## config.mk

```make
export PLATFORM = sky130hd
export DESIGN_NAME = colon_separated_integer_line_parser_core
export DESIGN_NICKNAME = d
export VERILOG_FILES = /design/src/hw/rtl/cspl_pkg.sv /design/src/hw/rtl/cspl_field_conv.sv /design/src/hw/rtl/cspl_out_reg.sv /design/src/hw/rtl/colon_separated_integer_line_parser_core.sv
export VERILOG_INCLUDE_DIRS = /design/src /design/src/hw/rtl
export SDC_FILE = /design/constraint.sdc
export NUM_CORES = 1
export LEC_CHECK = 0
export ABC_AREA = 1
export BUFFER_PORTS_ARGS = -buffer_cell sky130_fd_sc_hd__buf_4
export CORE_ASPECT_RATIO = 0.8
export CORE_MARGIN = 5
export CORE_UTILIZATION = 61
export CTS_CLUSTER_SIZE = 30
export DETAILED_ROUTE_END_ITERATION = 6
export MAX_ROUTING_LAYER = met4
export PLACE_DENSITY = 0.84
export SLEW_MARGIN = 10
export SYNTH_ARGS = -nofsm -noshare
export SYNTH_HDL_FRONTEND = slang
export SYNTH_SLANG_ARGS = --single-unit
```

## constraint.sdc

```tcl
create_clock -name clk -period 3.2 [get_ports clk]
set_clock_uncertainty 0.2 [all_clocks]
set_input_delay 0.16 -clock clk [delete_from_list [all_inputs] [get_ports clk]]
set_output_delay 0.16 -clock clk [all_outputs]
set_load 0.05 [all_outputs]
```

## src/hw/rtl/colon_separated_integer_line_parser_core_macros.svh

```systemverilog
// Assertion macros shared by the parser RTL.
`ifndef COLON_SEPARATED_INTEGER_LINE_PARSER_CORE_MACROS_SVH
`define COLON_SEPARATED_INTEGER_LINE_PARSER_CORE_MACROS_SVH

`ifndef ASSERT_OFF
// Checked on every rising edge outside reset.
`define CSPL_ASSERT(lbl, clk, rst, prop, msg) \
  lbl: assert property (@(posedge clk) disable iff (rst) prop) else $error(msg);
// Checked on every rising edge, reset included.
`define CSPL_ASSERT_ALWAYS(lbl, clk, prop, msg) \
  lbl: assert property (@(posedge clk) prop) else $error(msg);
`else
`define CSPL_ASSERT(lbl, clk, rst, prop, msg)
`define CSPL_ASSERT_ALWAYS(lbl, clk, prop, msg)
`endif

`endif

```

## src/hw/rtl/cspl_pkg.sv

```systemverilog
`timescale 1ns / 1ps

package cspl_pkg;

  localparam logic [7:0] CHAR_COLON   = 8'h3A;
  localparam logic [7:0] CHAR_NEWLINE = 8'h0A;
  localparam logic [7:0] CHAR_PLUS    = 8'h2B;
  localparam logic [7:0] CHAR_MINUS   = 8'h2D;
  localparam logic [7:0] CHAR_ZERO    = 8'h30;
  localparam logic [7:0] CHAR_NINE    = 8'h39;

  localparam int unsigned IDX_W   = 4;
  localparam int unsigned MAG_W   = 30;
  localparam int unsigned VAL_W   = 31;
  localparam int unsigned ODATA_W = 40;

  typedef enum logic [1:0] {
    PH_SKIP,
    PH_DIGITS,
    PH_STOP
  } phase_t;

  typedef struct packed {
    logic [IDX_W-1:0]        field_index;
    logic signed [VAL_W-1:0] field_value;
    logic                    last_of_message;
    logic                    too_many_fields;
  } result_t;

endpackage

```

## src/hw/rtl/cspl_field_conv.sv

```systemverilog
`timescale 1ns / 1ps

module cspl_field_conv #(
  parameter int unsigned MAX_FIELDS      = 10,
  parameter int unsigned MAX_FIELD_CHARS = 9
) (
  input  logic             clk,
  input  logic             rst,
  input  logic             take,
  input  logic [7:0]       rx_byte,
  output logic             res_valid,
  output cspl_pkg::result_t res
);
  import cspl_pkg::*;

  localparam int unsigned FC_W = $clog2(MAX_FIELDS + 1);
  localparam int unsigned CC_W = $clog2(MAX_FIELD_CHARS + 1);

  logic [MAG_W-1:0] magnitude, magnitude_next;
  logic             negative, negative_next;
  phase_t           phase, phase_next;
  logic [CC_W-1:0]  char_count, char_count_next;
  logic [FC_W-1:0]  field_count, field_count_next;

  logic             is_nl, is_blank, is_digit, over;
  logic [MAG_W-1:0] mag_x10;
  logic [MAG_W-1:0] digit_val;
  logic [VAL_W-1:0] mag_ext;

  always_comb begin
    is_nl     = (rx_byte == CHAR_NEWLINE);
    res_valid = (rx_byte == CHAR_COLON) || is_nl;
    is_blank  = (rx_byte == 8'h20) || (rx_byte == 8'h09) || (rx_byte == 8'h0B) ||
                (rx_byte == 8'h0C) || (rx_byte == 8'h0D);
    is_digit  = (rx_byte >= CHAR_ZERO) && (rx_byte <= CHAR_NINE);
    digit_val = {{(MAG_W-4){1'b0}}, rx_byte[3:0]};
    mag_x10   = {magnitude[MAG_W-4:0], 3'b000} + {magnitude[MAG_W-2:0], 1'b0};
    over      = (field_count >= FC_W'(MAX_FIELDS));
    mag_ext   = {1'b0, magnitude};

    res.field_index     = over ? IDX_W'(MAX_FIELDS - 1) : IDX_W'(field_count);
    res.field_value     = negative ? (VAL_W'(0) - mag_ext) : mag_ext;
    res.last_of_message = is_nl;
    res.too_many_fields = over;
  end

  always_comb begin
    magnitude_next   = magnitude;
    negative_next    = negative;
    phase_next       = phase;
    char_count_next  = char_count;
    field_count_next = field_count;
    if (take) begin
      if (res_valid) begin
        magnitude_next  = '0;
        negative_next   = 1'b0;
        phase_next      = PH_SKIP;
        char_count_next = '0;
        if (is_nl) begin
          field_count_next = '0;
        end else if (!over) begin
          field_count_next = field_count + FC_W'(1);
        end
      end else if (char_count < CC_W'(MAX_FIELD_CHARS)) begin
        char_count_next = char_count + CC_W'(1);
        unique case (phase)
          PH_SKIP: begin
            if (!is_blank) begin
              priority if (rx_byte == CHAR_PLUS) begin
                phase_next = PH_DIGITS;
              end else if (rx_byte == CHAR_MINUS) begin
                negative_next = 1'b1;
                phase_next    = PH_DIGITS;
              end else if (is_digit) begin
                magnitude_next = digit_val;
                phase_next     = PH_DIGITS;
              end else begin
                phase_next = PH_STOP;
              end
            end
          end
          PH_DIGITS: begin
            if (is_digit) begin
              magnitude_next = mag_x10 + digit_val;
            end else begin
              phase_next = PH_STOP;
            end
          end
          default: begin
            phase_next = phase;
          end
        endcase
      end
    end
  end

  always_ff @(posedge clk) begin
    if (rst) begin
      magnitude   <= '0;
      negative    <= 1'b0;
      phase       <= PH_SKIP;
      char_count  <= '0;
      field_count <= '0;
    end else begin
      magnitude   <= magnitude_next;
      negative    <= negative_next;
      phase       <= phase_next;
      char_count  <= char_count_next;
      field_count <= field_count_next;
    end
  end

endmodule

```

## src/hw/rtl/cspl_out_reg.sv

```systemverilog
`timescale 1ns / 1ps

module cspl_out_reg (
  input  logic                             clk,
  input  logic                             rst,
  input  logic                             load,
  input  cspl_pkg::result_t                res,
  output logic                             out_free,
  output logic                             m_tvalid,
  input  logic                             m_tready,
  output logic [cspl_pkg::ODATA_W-1:0]     m_tdata,
  output logic                             m_tlast,
  output logic                             m_tuser
);
  import cspl_pkg::*;

  result_t held;

  assign out_free = !m_tvalid || m_tready;

  always_ff @(posedge clk) begin
    if (rst) begin
      m_tvalid <= 1'b0;
    end else if (load) begin
      m_tvalid <= 1'b1;
    end else if (m_tready) begin
      m_tvalid <= 1'b0;
    end
  end

  always_ff @(posedge clk) begin
    if (load) begin
      held <= res;
    end
  end

  assign m_tdata = {{(ODATA_W - IDX_W - VAL_W){1'b0}}, held.field_value, held.field_index};
  assign m_tlast = held.last_of_message;
  assign m_tuser = held.too_many_fields;

endmodule

```

## src/hw/rtl/colon_separated_integer_line_parser_core.sv

```systemverilog
`timescale 1ns / 1ps
`include "colon_separated_integer_line_parser_core_macros.svh"

// Colon-separated decimal line parser. Bytes of a command line arrive one
// word at a time on the s_ side; fields are split at ':' and a message ends
// at newline. Each field is read like atoi (leading blanks skipped, optional
// sign, digits up to the first other byte, empty gives 0) and one result word
// leaves on the m_ side for every ':' or newline: field index, signed value,
// tlast on the newline field and tuser when the message ran past MAX_FIELDS
// fields (index then stays at MAX_FIELDS-1). Bytes past MAX_FIELD_CHARS in a
// field are ignored. Throughput is one byte per cycle while no delimiter
// waits: the byte sits in an input register, and the field state and the
// result register update from it. Only a delimiter byte waits on a stalled
// result register; other bytes pass.
module colon_separated_integer_line_parser_core #(
  parameter int unsigned MAX_FIELDS      = 10,  // 2..15
  parameter int unsigned MAX_FIELD_CHARS = 9    // 1..9
) (
  input  logic                         clk,
  input  logic                         rst,
  input  logic                         s_tvalid,
  output logic                         s_tready,
  input  logic [7:0]                   s_tdata,   // [7:0] rx_byte
  output logic                         m_tvalid,
  input  logic                         m_tready,
  output logic [cspl_pkg::ODATA_W-1:0] m_tdata,   // [3:0] field_index, [34:4] field_value
  output logic                         m_tlast,   // last_of_message
  output logic                         m_tuser    // [0] too_many_fields
);
  import cspl_pkg::*;

  // input word register
  logic       in_valid;
  logic [7:0] in_byte;

  logic    take;
  logic    is_delim;
  logic    out_free;
  result_t res;

  // A delimiter needs room in the result register; anything else only
  // updates field state and can always go.
  assign take     = in_valid && (!is_delim || out_free);
  assign s_tready = !in_valid || take;

  always_ff @(posedge clk) begin
    if (rst) begin
      in_valid <= 1'b0;
    end else if (s_tvalid && s_tready) begin
      in_valid <= 1'b1;
    end else if (take) begin
      in_valid <= 1'b0;
    end
  end

  always_ff @(posedge clk) begin
    if (s_tvalid && s_tready) begin
      in_byte <= s_tdata;
    end
  end

  cspl_field_conv #(
    .MAX_FIELDS      (MAX_FIELDS),
    .MAX_FIELD_CHARS (MAX_FIELD_CHARS)
  ) u_conv (
    .clk       (clk),
    .rst       (rst),
    .take      (take),
    .rx_byte   (in_byte),
    .res_valid (is_delim),
    .res       (res)
  );

  cspl_out_reg u_out (
    .clk      (clk),
    .rst      (rst),
    .load     (take && is_delim),
    .res      (res),
    .out_free (out_free),
    .m_tvalid (m_tvalid),
    .m_tready (m_tready),
    .m_tdata  (m_tdata),
    .m_tlast  (m_tlast),
    .m_tuser  (m_tuser)
  );

  // Overflowed fields always report the last slot.
  `CSPL_ASSERT(a_over_idx, clk, rst, m_tvalid && m_tuser |-> m_tdata[3:0] == 4'(MAX_FIELDS - 1), "overflow index wrong")
  // Index never passes the last slot.
  `CSPL_ASSERT(a_idx_range, clk, rst, m_tvalid |-> m_tdata[3:0] <= 4'(MAX_FIELDS - 1), "index out of range")
  // Input stalls only with a delimiter waiting on a stalled result.
  `CSPL_ASSERT(a_stall_cause, clk, rst, !s_tready |-> in_valid && is_delim && m_tvalid && !m_tready, "spurious input stall")
  // Reset leaves no result pending.
  `CSPL_ASSERT_ALWAYS(a_rst_out, clk, rst |=> !m_tvalid, "result valid after reset")

endmodule

```

Yosys cells after proc, flatten, opt, wreduce, memory -nomap -nowiden. Cells that the tools add are included.

Register bits: 88. Word-level logic and storage cells: 99. Output and inout bits: 44.

Add/sub/neg operators: 5. $lt $le $gt $ge: 4. Equal/unequal tests: 19. Multiplexer cells: 31. Reductions and logical operators: 27.

Operators by type and width (count): $mux W30 (8); $pmux W30 S2 (1); $eq A8 B4 Y1 const B (5); $eq A8 B6 Y1 const B (4); $sub A1 B30 Y31 const A (1); $add A30 B30 Y30 (1); $add A30 B4 Y30 (1); $mux W4 (4); $mux W2 (7); $ne A3 B3 Y1 const B (4); $mux W1 (10); $reduce_bool A2 Y1 (5); $add A4 B1 Y4 const B (2); $ge A8 B6 Y1 const B (1); $le A8 B6 Y1 const B (1); $logic_or A1 B1 Y1 (8); $reduce_and A8 Y1 (1); $ne A3 B2 Y1 const B (2); $reduce_and A6 Y1 (1); $reduce_and A5 Y1 (1); $ge A4 B4 Y1 const B (1); $logic_and A1 B1 Y1 (4); $lt A4 B4 Y1 const B (1); $ne A2 B2 Y1 const B (2); 8 further kinds (10).

Depth between registers and ports, before layout.
Depth in word-level cells: 9. Depth in mapped cells: 17.

Cells and area by module. A second synthesis with hierarchy kept.

Cell total of the unflattened synthesis: 932. Area, all modules: 6663.9 sq um.

Modules (own cells, without submodules): cspl_field_conv (times used 1, cells each 866, area an instance 5158.7 sq um, sequential area each 820.8 sq um); cspl_out_reg (times used 1, cells each 48, area an instance 1194.9 sq um, sequential area each 1131.1 sq um); colon_separated_integer_line_parser_core (times used 1, cells each 18, area an instance 310.3 sq um, sequential area each 260.2 sq um).

Worst setup path after synthesis. Ideal clock, no wire load.

Kind: flip-flop to flip-flop. Start point: register in_byte[3]. End point: register u_conv.magnitude[22]. Setup time: 128 ps. Slack: 636 ps. Cell stages (with the launch flop): 14. Arrival time: 2237 ps. Period minus slack after synthesis: 2564 ps. Buffers on the path: 0. Cell sequence: edfxtp_1 inv_1 fa_1 inv_1 fa_1 nand2_1 nand3_1 and2_1 nand3b_1 nand4_1 nand2_1 nor2_1 nor2_1 nor2_1.

Cells in the longest elaborated chain, start to end: 7. Elaborated cells on any way between the ends: 33.

RTL lines: start, declared (RTL line colon_separated_integer_line_parser_core.sv:34) `logic [7:0] in_byte;`; start signal, assigned (RTL line colon_separated_integer_line_parser_core.sv:58) `in_byte <= s_tdata;`; branches (longest 7 deep; another with $add A30 B4 Y30); end signal, assigned (RTL line cspl_field_conv.sv:105) `magnitude <= magnitude_next;`; end, declared (RTL line cspl_field_conv.sv:19) `logic [MAG_W-1:0] magnitude, magnitude_next;`.

Parallel ways; which one is timed is not known. The select of a mux whose other input is x is not followed. A chain may end at the register's enable or synchronous reset.

Worst setup path after layout.
Start point: register in_byte[3]. End point: register u_conv.magnitude[26].

Same word-level chain as after synthesis.

==> results.tsv <==
metric	value	unit
hold path depth	2	
Critical Path, Cell by Cell	inv_1 > fa_1 > inv_1 > fa_1 > nand2_1 > nand3_1 > nand3_1 > nand2_1 > nand2_1 > nand3_1 > nand2_1 > nand2_1 > nor2_1 > nor2_1 > nor2_1	
CTS Root Buffer Type	clkbuf_16	
post-placement worst setup slack	370	ps
Yosys top cell by area	edfxtp_1	
power per cell area	326	nW/µm²
Top Ports	56	
MaxCap Viol Count	0	
CP most frequent cell	nand2_1	
pin count of the biggest net entering global routing	40	
layout cells sized above 1	8.47	%
Critical Path Sink Type	flip-flop	
vias per cell	5.24	
CTS tree	built	
DR iter-0 viols	493	
Post-Route Setup TNS	0	ps
leakage	3.99	nW
Final period util	90.6	%
Clock power frac	42.6	%
GPL Wtd Cong	0.960	
Post-Synthesis Cells	924	
utilization after layout	71.5	%
Placement Rows	33	
Pint	1.79	mW
Peak VDD IR	0.000304	V
Seq/Total Area, Yosys	34.1	%
Final Hold Viols	0	
synth unique cells	39	
Setup Viol. Count Final	0	
Clock Latency Late Sink	340	ps
die area	12800	µm²
Worst EP required	3280	ps
#FFs+latches synth	88	
Multi-input gate area	3660	µm²
Mapped Avg Cell Area	7.03	µm²
post-CTS setup buffer count	0	
RSZ-0062 raised after global routing	no	
Critical path buffers and inverters	2	
Slew @ Worst Pin	538	ps
Min-Delay Endpoint	u_conv.field_count[1]	
Crit path largest cell delay	530	ps
Clock Path Buffers	2	
switching fraction of total power	25.7	%
HP Class	input port to flip-flop	
combinational power share	7.1	%
Switch Pwr	0.619	mW
part of the power in registers	50.3	%
data arrival time of the critical path	2980	ps
core area	10300	µm²
Max FO, Critical Path	6	
Final HPWL DP	12000	µm
Fillers	849	
Synth area leaders	edfxtp_1, nand2_1, dfxtp_1	
worst r2r dst	u_conv.magnitude[26]	
met2 usage	41.8	%
initial antenna violation count	0	
Worst Reg-to-Reg Cells	15	
total track usage	26.3	%
Die Wd	125	µm
GRT Residual Overflow	0	
outcome	finished, final reports clean	
reg2reg setup slack	300	ps
hold slack	54.3	ps
area grow syn2layout	13.7	%
Die Span Y	102	µm
most frequent cells in the layout	nand2_1, inv_1, nor2_1	
Pre-antenna DRT Iters	7	
DRT antenna net count	0	
Pwr Total	2.41	mW
vias in the first global route	5552	
crit path setup slack, layout	301	ps
max-slew violations	0	
Largest delay share family, worst path	adder cells	
CTS Buf Count	9	
fin nets	1060	
Remaining DRCs	0	
R2R Path Start	in_byte[3]	
CTS Sinks	88	
first-pass GRT wire length	26400	µm
Global Route met1 Usage	34.7	%
Crit Path Class	flip-flop to flip-flop	
mapped cell area	6490	µm²
number of flops mapped to enable cells by yosys	45	
IO Port Bufs	50	
Clock Pin Slew Worst Setup and Hold Paths	70	ps
beginning of the worst hold path	rst	
vias	5927	
fmax	0.345	GHz
Post-Route WL	15900	µm
ys flop type	edfxtp_1	
WL/cell	14.0	µm
area fraction of the dominant cell type after synthesis	20.8	%
H-tree Lvls	3	
Slowest cell on crit path	fa_1	
# diodes	0	
GR peak layer	met2	
Post-synth ARST share	0	%
initial core utilization	62.9	%
Synth warnings	0	
Max transition margin	63.8	%
commonest non-fill, non-tap cell in the layout	nand2_1	
sequential cell area	2210	µm²
grt met3 use	5.28	%
CP Launch Type	flip-flop	
final period demand of the worst path	2900	ps
==> registers in the layout, indices dropped and copies added, names as in the netlist, 2 cells and up <==
signal and cells:
in_byte 8, u_conv.char_count 4, u_conv.field_count 4, u_conv.magnitude 30, u_conv.phase 2, u_out.m_tdata 35
==> synthesized netlist by cell type, drive strengths merged (3+ instances only) <==
master	instances
nand2	297
inv	144
nor2	121
ha	59
a21oi	48
edfxtp	45
dfxtp	43
nand3	35
xor2	32
o21ai	18
nand4	15
xnor2	13
nor3	10
buf	9
clkbuf	7
nand3b	5
and2	4
a31oi	3
==> area by class of cell <==
| class | count | share of cell area [%] |
|---|---|---|
| Clock buffer | 9 | 3.05 |
| Clock inverter | 7 | 0.813 |
| Inverter | 145 | 7.37 |
| Multi-Input combinational cell | 679 | 49.6 |
| Sequential cell | 88 | 30.0 |
| Tap cell | 140 | 2.37 |
| Timing Repair Buffer | 64 | 6.85 |
==> metal layers <==
layer | routed length [µm] | share of wire (%) | vias to the layer above
met5 | 0 | 0 | -
met4 | 314 | 2.0 | 0
met3 | 1280 | 8.0 | 32
met2 | 6920 | 44 | 241
met1 | 7380 | 46 | 2616
li1 | - | - | 3038
==> stage by stage <==
stage,std cells,instance area [µm²]
5_1_grt,1132,7380
3_3_place_gp,1106,7000
3_5_place_dp,1106,7000
2_1_floorplan,928,6510
4_1_cts,1132,7380
6_report,1132,7380
==> cells by family after synthesis <==
kind of cell | after synthesis | share of synthesized area, %
AND/OR/NAND/NOR | 493 | 31.9
adder cells (fa/ha/maj) | 61 | 12.0
flip-flops | 88 | 34.1
other | 1 | 0.0578
buffers and inverters | 161 | 9.75
AO/OA/AOI/OAI | 75 | 6.13
XOR/XNOR | 45 | 6.07
==> power groups by stage <==
stage	Combinational, mW	Clock, mW	Sequential, mW
after floorplan	0.120	0	1.23
after global placement	0.154	0	1.24
after detailed placement	0.158	0	1.24
after CTS	0.168	1.03	1.21
after global routing	0.190	1.09	1.21
final	0.170	1.03	1.21
==> worst register-to-register path, stage by stage (launching register included) <==
cell      delay, ps
edfxtp_1        460
inv_1            90
fa_1            530
inv_1            70
fa_1            490
nand2_1         100
nand3_1          90
nand3_1          90
nand2_1         150
nand2_1         130
nand3_1          90
nand2_1          80
nand2_1          50
nor2_1          100
nor2_1           60
nor2_1           70
==> how the worst max path moves through the flow <==
stage	start	slack (ps)	cells past startpoint	endpoint
after floorplan	in_byte[3]	640	13	u_conv.magnitude[22]
after global placement	in_byte[3]	450	12	u_conv.magnitude[14]
after detailed placement	in_byte[3]	370	12	u_conv.magnitude[14]
after CTS	in_byte[3]	340	15	u_conv.magnitude[26]
after global routing	in_byte[3]	110	15	u_conv.magnitude[26]
final	in_byte[3]	300	15	u_conv.magnitude[26]
==> timing repair <==
item	in CTS	in global routing
resized for setup	0	0
hold buffers	10	0
hold endpoints to repair	10	0
(Power assumes the default switching activity.)
